File: src/design/vgfm_pkg.sv
// Package with shared types, constants and helper functions of the voxel mesher.
`timescale 1ns / 1ps
package vgfm_pkg;
   localparam int SideLen = 8;
   localparam int CoordW = 3;
   localparam int AddrW = 9;
   localparam int ColorW = 32;
   localparam int ExtW = 4;
   localparam int MaxOut = 32;
   localparam int CountW = 6;

   localparam logic KIND_WRITE = 1'b0;
   localparam logic KIND_MESH = 1'b1;

   typedef struct packed {
      logic                  kind;
      logic [CoordW-1:0]     pos_x;
      logic [CoordW-1:0]     pos_y;
      logic [CoordW-1:0]     pos_z;
      logic                  active;
      logic [ColorW-1:0]     voxel_color;
      logic [2:0]            face_side;
      logic [CoordW-1:0]     slice_index;
   } req_word_type;

   typedef struct packed {
      logic [2:0]            side;
      logic [CoordW-1:0]     slice;
      logic [CoordW-1:0]     u_start;
      logic [CoordW-1:0]     v_start;
      logic [ExtW-1:0]       width;
      logic [ExtW-1:0]       height;
      logic [ColorW-1:0]     color;
      logic                  none_found;
      logic                  last;
   } rsp_word_type;

   typedef struct packed {
      logic                  wr_en;
      logic [AddrW-1:0]      wr_addr;
      logic                  wr_solid;
      logic [ColorW-1:0]     wr_color;
      logic                  rd_en;
      logic [AddrW-1:0]      rd_addr;
   } mem_ctl_type;

   function automatic logic [1:0] side_axis(input logic [2:0] side);
      logic [1:0] a;
      a = 2'd0;
      unique case (side)
         3'd0, 3'd1: a = 2'd1;
         3'd2, 3'd3: a = 2'd2;
         default:    a = 2'd0;
      endcase
      return a;
   endfunction

   function automatic logic side_pos(input logic [2:0] side);
      return (side == 3'd0) || (side == 3'd3) || (side == 3'd5);
   endfunction

   function automatic logic [AddrW-1:0] cell_addr(input logic [1:0] axis,
         input logic [CoordW-1:0] s, input logic [CoordW-1:0] u,
         input logic [CoordW-1:0] v);
      logic [CoordW-1:0] x, y, z;
      x = s; y = u; z = v;
      unique case (axis)
         2'd0:    begin x = s; y = u; z = v; end
         2'd1:    begin y = s; z = u; x = v; end
         default: begin z = s; x = u; y = v; end
      endcase
      return {z, y, x};
   endfunction
endpackage

File: src/design/vgfm_sequencer.sv
// Sequencer that clears the grid, performs writes and greedily meshes one slice.
`timescale 1ns / 1ps
module vgfm_sequencer (
   input  logic                     clock,
   input  logic                     reset,
   input  logic                     req_valid,
   output logic                     req_ready,
   input  vgfm_pkg::req_word_type   req_word,
   output logic                     rsp_valid,
   input  logic                     rsp_ready,
   output vgfm_pkg::rsp_word_type   rsp_word,
   output vgfm_pkg::mem_ctl_type    ctl,
   input  logic                     rd_solid,
   input  logic [vgfm_pkg::ColorW-1:0] rd_color
);
   import vgfm_pkg::*;

   typedef enum logic [3:0] {
      ST_CLEAR, ST_IDLE, ST_SCAN, ST_CELL_RD, ST_NBR_RD, ST_NBR_CHK,
      ST_EMIT, ST_EMPTY, ST_FLUSH
   } state_type;

   typedef enum logic [1:0] {PH_SEED, PH_GROW_U, PH_GROW_V} phase_type;

   state_type state_ff;
   phase_type phase_ff;
   logic [AddrW-1:0] clr_ff;
   logic [2:0] side_ff;
   logic [CoordW-1:0] slice_ff;
   logic [1:0] axis_ff;
   logic nbr_ok_ff;
   logic [CoordW-1:0] nbr_slice_ff;
   logic [CoordW:0] u_ff, v_ff;
   logic [CoordW:0] pu_ff, pv_ff;
   logic [CoordW:0] i_ff;
   logic [ExtW-1:0] w_ff, h_ff;
   logic [ColorW-1:0] col_ff, cand_col_ff;
   logic [SideLen*SideLen-1:0] cov_ff;
   logic [CountW-1:0] cnt_ff;
   logic rsp_valid_ff;
   rsp_word_type rsp_ff;
   rsp_word_type pend_ff;

   logic [CoordW-1:0] pu, pv;
   logic covered, face_ok;
   logic [CoordW:0] next_u;
   logic slot_free, rsp_load;
   rsp_word_type fin_word;

   assign pu = pu_ff[CoordW-1:0];
   assign pv = pv_ff[CoordW-1:0];
   assign covered = cov_ff[{pv, pu}];

   assign req_ready = (state_ff == ST_IDLE) && !rsp_valid_ff;
   assign rsp_valid = rsp_valid_ff;
   assign rsp_word = rsp_ff;

   assign slot_free = !rsp_valid_ff || rsp_ready;
   assign rsp_load = slot_free && ((state_ff == ST_EMIT && cnt_ff != '0)
         || state_ff == ST_FLUSH || state_ff == ST_EMPTY);

   always_comb begin
      fin_word = pend_ff;
      fin_word.last = 1'b1;
   end

   always_comb begin
      ctl = '0;
      if (state_ff == ST_CLEAR) begin
         ctl.wr_en = 1'b1;
         ctl.wr_addr = clr_ff;
      end else if (state_ff == ST_IDLE && req_valid && req_ready
            && req_word.kind == KIND_WRITE) begin
         ctl.wr_en = 1'b1;
         ctl.wr_addr = {req_word.pos_z, req_word.pos_y, req_word.pos_x};
         ctl.wr_solid = req_word.active;
         ctl.wr_color = req_word.voxel_color;
      end
      // The neighbor word is held in the read register until it is checked.
      ctl.rd_en = (state_ff != ST_NBR_RD);
      ctl.rd_addr = (state_ff == ST_CELL_RD) ? cell_addr(axis_ff, nbr_slice_ff, pu, pv)
                                             : cell_addr(axis_ff, slice_ff, pu, pv);
   end

   // A face exists if the probe cell is solid and the neighbor read is not solid or absent.
   assign face_ok = nbr_ok_ff ? !rd_solid : 1'b1;

   always_comb begin
      next_u = u_ff + {1'b0, w_ff[CoordW-1:0]};
      if (w_ff == ExtW'(SideLen)) next_u = (CoordW+1)'(SideLen);
   end

   always_ff @(posedge clock) begin
      if (reset) begin
         state_ff <= ST_CLEAR;
         clr_ff <= '0;
         rsp_valid_ff <= 1'b0;
         phase_ff <= PH_SEED;
      end else begin
         if (rsp_load) rsp_valid_ff <= 1'b1;
         else if (rsp_ready) rsp_valid_ff <= 1'b0;
         unique case (state_ff)
            ST_CLEAR: begin
               clr_ff <= clr_ff + 1'b1;
               if (clr_ff == '1) state_ff <= ST_IDLE;
            end
            ST_IDLE: begin
               if (req_valid && req_ready && req_word.kind == KIND_MESH) begin
                  side_ff <= req_word.face_side;
                  slice_ff <= req_word.slice_index;
                  axis_ff <= side_axis(req_word.face_side);
                  if (side_pos(req_word.face_side)) begin
                     nbr_ok_ff <= req_word.slice_index != CoordW'(SideLen-1);
                     nbr_slice_ff <= req_word.slice_index + 1'b1;
                  end else begin
                     nbr_ok_ff <= req_word.slice_index != '0;
                     nbr_slice_ff <= req_word.slice_index - 1'b1;
                  end
                  cov_ff <= '0;
                  cnt_ff <= '0;
                  u_ff <= '0;
                  v_ff <= '0;
                  pu_ff <= '0;
                  pv_ff <= '0;
                  phase_ff <= PH_SEED;
                  if (req_word.face_side > 3'd5) state_ff <= ST_EMPTY;
                  else state_ff <= ST_SCAN;
               end
            end
            ST_SCAN: begin
               // Address of the probe cell is on the read port this cycle.
               if (phase_ff == PH_SEED && covered) begin
                  if (u_ff == (CoordW+1)'(SideLen-1)) begin
                     if (v_ff == (CoordW+1)'(SideLen-1)) begin
                        state_ff <= (cnt_ff == '0) ? ST_EMPTY : ST_FLUSH;
                     end else begin
                        v_ff <= v_ff + 1'b1; u_ff <= '0;
                        pv_ff <= v_ff + 1'b1; pu_ff <= '0;
                     end
                  end else begin
                     u_ff <= u_ff + 1'b1; pu_ff <= u_ff + 1'b1;
                  end
               end else if (phase_ff != PH_SEED && covered) begin
                  state_ff <= ST_NBR_CHK;
                  cand_col_ff <= '0;
                  nbr_ok_ff <= nbr_ok_ff;
               end else begin
                  state_ff <= ST_CELL_RD;
               end
            end
            ST_CELL_RD: begin
               cand_col_ff <= rd_color;
               state_ff <= rd_solid ? ST_NBR_RD : ST_NBR_CHK;
               i_ff <= {CoordW+1{1'b0}} | {3'b0, rd_solid};
            end
            ST_NBR_RD: begin
               state_ff <= ST_NBR_CHK;
            end
            ST_NBR_CHK: begin
               // i_ff[0] holds cell solidity; covered cells in grow phases fail on covered.
               if (phase_ff == PH_SEED) begin
                  if (i_ff[0] && face_ok) begin
                     col_ff <= cand_col_ff;
                     w_ff <= ExtW'(1);
                     h_ff <= ExtW'(1);
                     if (u_ff == (CoordW+1)'(SideLen-1)) begin
                        phase_ff <= PH_GROW_V;
                        pu_ff <= u_ff; pv_ff <= v_ff + 1'b1;
                        state_ff <= (v_ff == (CoordW+1)'(SideLen-1)) ? ST_EMIT : ST_SCAN;
                     end else begin
                        phase_ff <= PH_GROW_U;
                        pu_ff <= u_ff + 1'b1;
                        state_ff <= ST_SCAN;
                     end
                  end else begin
                     if (u_ff == (CoordW+1)'(SideLen-1)) begin
                        if (v_ff == (CoordW+1)'(SideLen-1)) begin
                           state_ff <= (cnt_ff == '0) ? ST_EMPTY : ST_FLUSH;
                        end else begin
                           state_ff <= ST_SCAN;
                           v_ff <= v_ff + 1'b1; u_ff <= '0;
                           pv_ff <= v_ff + 1'b1; pu_ff <= '0;
                        end
                     end else begin
                        state_ff <= ST_SCAN;
                        u_ff <= u_ff + 1'b1; pu_ff <= u_ff + 1'b1;
                     end
                  end
               end else if (phase_ff == PH_GROW_U) begin
                  if (i_ff[0] && face_ok && cand_col_ff == col_ff && !covered) begin
                     w_ff <= w_ff + 1'b1;
                     if (pu_ff == (CoordW+1)'(SideLen-1)) begin
                        phase_ff <= PH_GROW_V;
                        pu_ff <= u_ff; pv_ff <= v_ff + 1'b1;
                        state_ff <= (v_ff == (CoordW+1)'(SideLen-1)) ? ST_EMIT : ST_SCAN;
                     end else begin
                        pu_ff <= pu_ff + 1'b1;
                        state_ff <= ST_SCAN;
                     end
                  end else begin
                     phase_ff <= PH_GROW_V;
                     pu_ff <= u_ff; pv_ff <= v_ff + 1'b1;
                     state_ff <= (v_ff == (CoordW+1)'(SideLen-1)) ? ST_EMIT : ST_SCAN;
                  end
               end else begin
                  if (i_ff[0] && face_ok && cand_col_ff == col_ff && !covered) begin
                     if (pu_ff + 1'b1 == u_ff + {1'b0, w_ff}) begin
                        h_ff <= h_ff + 1'b1;
                        pu_ff <= u_ff;
                        pv_ff <= pv_ff + 1'b1;
                        state_ff <= (pv_ff == (CoordW+1)'(SideLen-1)) ? ST_EMIT : ST_SCAN;
                     end else begin
                        pu_ff <= pu_ff + 1'b1;
                        state_ff <= ST_SCAN;
                     end
                  end else begin
                     state_ff <= ST_EMIT;
                  end
               end
            end
            ST_EMIT: begin
               // The newest rectangle waits in pend_ff until it is known whether it is last.
               if (cnt_ff == '0 || slot_free) begin
                  for (int j = 0; j < SideLen; j++) begin
                     for (int k = 0; k < SideLen; k++) begin
                        if (j >= v_ff && j < v_ff + h_ff && k >= u_ff && k < u_ff + w_ff)
                           cov_ff[j*SideLen+k] <= 1'b1;
                     end
                  end
                  if (cnt_ff != '0) rsp_ff <= pend_ff;
                  pend_ff <= rsp_word_type'{side: side_ff, slice: slice_ff,
                     u_start: u_ff[CoordW-1:0], v_start: v_ff[CoordW-1:0],
                     width: w_ff, height: h_ff, color: col_ff,
                     none_found: 1'b0, last: 1'b0};
                  cnt_ff <= cnt_ff + 1'b1;
                  phase_ff <= PH_SEED;
                  if (cnt_ff == CountW'(MaxOut-1)
                        || (next_u >= (CoordW+1)'(SideLen)
                            && v_ff == (CoordW+1)'(SideLen-1))) begin
                     state_ff <= ST_FLUSH;
                  end else if (next_u >= (CoordW+1)'(SideLen)) begin
                     state_ff <= ST_SCAN;
                     u_ff <= '0; pu_ff <= '0;
                     v_ff <= v_ff + 1'b1; pv_ff <= v_ff + 1'b1;
                  end else begin
                     state_ff <= ST_SCAN;
                     u_ff <= next_u; pu_ff <= next_u;
                     pv_ff <= v_ff;
                  end
               end
            end
            ST_FLUSH: begin
               if (slot_free) begin
                  rsp_ff <= fin_word;
                  state_ff <= ST_IDLE;
               end
            end
            ST_EMPTY: begin
               if (slot_free) begin
                  rsp_ff <= rsp_word_type'{none_found: 1'b1, last: 1'b1, default: '0};
                  state_ff <= ST_IDLE;
               end
            end
            default: state_ff <= ST_IDLE;
         endcase
      end
   end
endmodule

File: config.mk
export PLATFORM = sky130hd
export DESIGN_NAME = vgfm_sequencer
export DESIGN_NICKNAME = d
export VERILOG_FILES = /design/src/design/vgfm_pkg.sv /design/src/design/vgfm_sequencer.sv
export SDC_FILE = /design/constraint.sdc
export NUM_CORES = 1
export LEC_CHECK = 0
export ABC_CLOCK_PERIOD_IN_PS = 6800
export BUFFER_PORTS_ARGS = -buffer_cell sky130_fd_sc_hd__buf_2
export CORE_UTILIZATION = 50
export CTS_CLUSTER_SIZE = 40
export DETAILED_ROUTE_END_ITERATION = 12
export PLACE_DENSITY = 0.77
export SLEW_MARGIN = 15
export SYNTH_ARGS = -nofsm -noshare
export SYNTH_HDL_FRONTEND = slang
export SYNTH_SLANG_ARGS = --single-unit
File: constraint.sdc
create_clock -name clock -period 6.8 [get_ports clock]
set_input_delay 1.02 -clock clock [delete_from_list [all_inputs] [get_ports clock]]
set_output_delay 1.02 -clock clock [all_outputs]
set_load 0.02 [all_outputs]
==> flow_metrics.env <==
export IMPL_drc=0
export IMPL_gp_congestion=0.889
export IMPL_drtIter0Drc=788
export IMPL_post_place_ws_ns=2.77
export IMPL_drtPass1Iterations=5
export IMPL_root_buffer="clkbuf_16"
export IMPL_setup_ws_ns=2.73
export IMPL_ys_ff_latch=293
export IMPL_synth_edff_count=277
export IMPL_synthCells=1149
export IMPL_cp_required_ns=7.00
export IMPL_cts_resized=0
export IMPL_synth_adder_area_share_pct=2.55
export IMPL_rsz0062_at_grt="false"
export IMPL_cts_inserted_buffers=30
export IMPL_synth_nets=1262
export IMPL_synth_xor_area_share_pct=4.37
export IMPL_dp_hpwl_um=21700
export IMPL_final_util_pct=59.3
export IMPL_clk_pin_slew_ns=0.07
export IMPL_synth_area_leaders="edfxtp_1 (59%), and2_1 (4.1%), a21oi_1 (3.4%)"
export IMPL_cts_tree="yes"
export IMPL_ir_worst_vdd_mv=0.205
export IMPL_coreArea_mm2=0.0278
export IMPL_drv_cap=0
export IMPL_power_density_mw_per_mm2=276
export IMPL_cts_buffer_depth=3
export IMPL_arrival_ns=4.27
export IMPL_synth_async_reset_ratio_pct=0
export IMPL_cts_setup_buffers=0
export IMPL_dieArea_mm2=0.0289
export IMPL_start_kind="register"
export IMPL_multiInputGateArea_mm2=0.00517
export IMPL_outcome="finished, final reports clean"
export IMPL_yosys_area_top_type="edfxtp_1"
export IMPL_grt_max_degree=79
export IMPL_port_buffer_count=194
export IMPL_synth_cell_types=77
export IMPL_synth_top_family_by_area="simple AND/OR/NAND/NOR gates"
export IMPL_finClkSkew_ns=0.0110
export IMPL_antenna_found_initial=0
export IMPL_syn_to_final_growth_pct=16.7
export IMPL_tns_ns=0
export IMPL_wirelength_um=31800
export IMPL_synth_top_area_share_pct=58.9
export IMPL_r2r_slack_ns=2.73
export IMPL_slew_violations=0
export IMPL_worst_pin_slew_ns=1.05
export IMPL_synthMuxAreaShare_pct=3.87
export IMPL_num_fill_cells=2196
export IMPL_endpoint_kind="register"
export IMPL_start_util_pct=50.8
export IMPL_worstSkewPairLatency_ns=0.56
export IMPL_num_rows=61
export IMPL_h_tree_depth=1
export IMPL_cts_num_sinks=293
export IMPL_relSlewSlack_pct=30.2
export IMPL_post_route_min_period_ns=4.07
export IMPL_final_common_cell="edfxtp_1"
export IMPL_postCtsHoldBufs=0
export IMPL_grt_pass1_vias=9353
export IMPL_p_leak_nw=6.46
export IMPL_finalSetupViolCount=0
export IMPL_fin_crit_sh_pct=59.8
export IMPL_clock_fmax_mhz=246
export IMPL_ys_flop_type="edfxtp_1"
export IMPL_diodes=0
export IMPL_most_common_layout_cells="edfxtp_1 (277), buf_2 (194), nor2_1 (119)"
export IMPL_path_class="register to register"
export IMPL_fp_dieH_um=170
export IMPL_synth_compound_area_share_pct=10.7
export IMPL_grtUsageTotal_pct=22.0
export IMPL_wl_per_cell_um=18.4
export IMPL_avgSynthCellArea_um2=12.3
export IMPL_ys_seq_area_share_pct=61.2
export IMPL_final_layout_size_suffix_gt1_share_pct=21.6
export IMPL_ant_nets=0
export IMPL_regArea_mm2=0.00864
export IMPL_worstHoldPathType="register to register"
export IMPL_viasPerCell=5.69
export IMPL_yosys_area_share_simple_pct=14.7
export IMPL_gr_total_overflow=0
export IMPL_nets=1440
export IMPL_die_width_um=170
export IMPL_vias=9839
export IMPL_finalHoldViolations=0
export IMPL_grt_first_pass_wirelength_um=49900
export IMPL_yosysWarnings=0
export IMPL_cp_max_fo=16
export IMPL_ios=195
export IMPL_syn_cell_area_mm2=0.0141
[cell families (layout without fill, tap and decap cells)]
group,Yosys count,after routing
AND/OR/NAND/NOR,403,403
buffers and inverters,95,297
AO/OA/AOI/OAI,227,227
adder cells (fa/ha/maj),27,27
flip-flops,293,293
multiplexers,37,37
XOR/XNOR,67,67
[cells in the mapped netlist, drive strengths merged, types with 12 or more instances]
cell / count
edfxtp: 277
nor2: 121
a21oi: 95
and2: 93
clkbuf: 55
nand2: 54
xor2: 45
and3: 38
o21ai: 35
ha: 24
inv: 24
nand3: 23
xnor2: 20
mux2i: 19
dfxtp: 16
nor3: 16
nor4: 15
buf: 14
nor2b: 14
mux4: 12
[through the flow]
stage / power, mW / cells / hold slack (ns) / area, um^2
6_report: 4.55 / 1729 / 0.415 / 16500
5_1_grt: 4.71 / 1729 / 0.420 / 16500
4_1_cts: 4.55 / 1728 / 0.417 / 16500
3_5_place_dp: 2.96 / 1672 / 0.405 / 15500
3_3_place_gp: 2.94 / 1672 / 0.405 / 15500
2_1_floorplan: 2.71 / 1149 / 0.400 / 14100
[power breakdown]
group | switching, mW | total, mW | internal, mW
clock | 0.676 | 1.60 | 0.929
sequential | 0.101 | 2.15 | 2.05
combinational | 0.483 | 0.788 | 0.305
total | 1.26 | 4.55 | 3.29
[metal layers]
layer  share of wire, %  vias to the layer above  GRT usage, %
met5                  0                        -             0
met4                2.6                        0          6.89
met3                6.3                       76          3.26
met2                 50                      365          37.5
met1                 41                     4791          29.0
li1                   -                     4607             -
[state kept, by name, summed over array words and instances, names as in the netlist, 6 cells and up]
register and flops:
fin_word 52, cov_ff 64, cand_col_ff 32, col_ff 32, rsp_word 54, cnt_ff 6, clr_ff 9
[final timing paths]
kind,startpoint,end,cells after the start
setup / recovery,pu_ff[0],pv_ff[3],8
hold / removal,side_ff[1],fin_word[52],0
hold reg to reg,side_ff[1],fin_word[52],0
setup reg to reg,pu_ff[0],pv_ff[3],8
[area by class of cell]
| type | count | share of cell area [%] |
|---|---|---|
| inverter | 26 | 0.592 |
| timing repair buffer | 215 | 6.83 |
| tap | 378 | 2.87 |
| clock inverter | 21 | 1.28 |
| clock buffer | 35 | 4.67 |
| multi-input combinational | 761 | 31.4 |
| sequential | 293 | 52.4 |
[worst max-delay path, cell delays in order (launching register included)]
cell,delay (ns)
edfxtp_1,0.90
buf_4,0.37
mux2_2,0.36
a22oi_1,0.23
o2111ai_1,0.15
a31oi_1,0.64
o21ai_1,0.25
o211a_1,0.27
a211oi_1,0.51
Note: power is estimated with default switching activity, not from simulation.
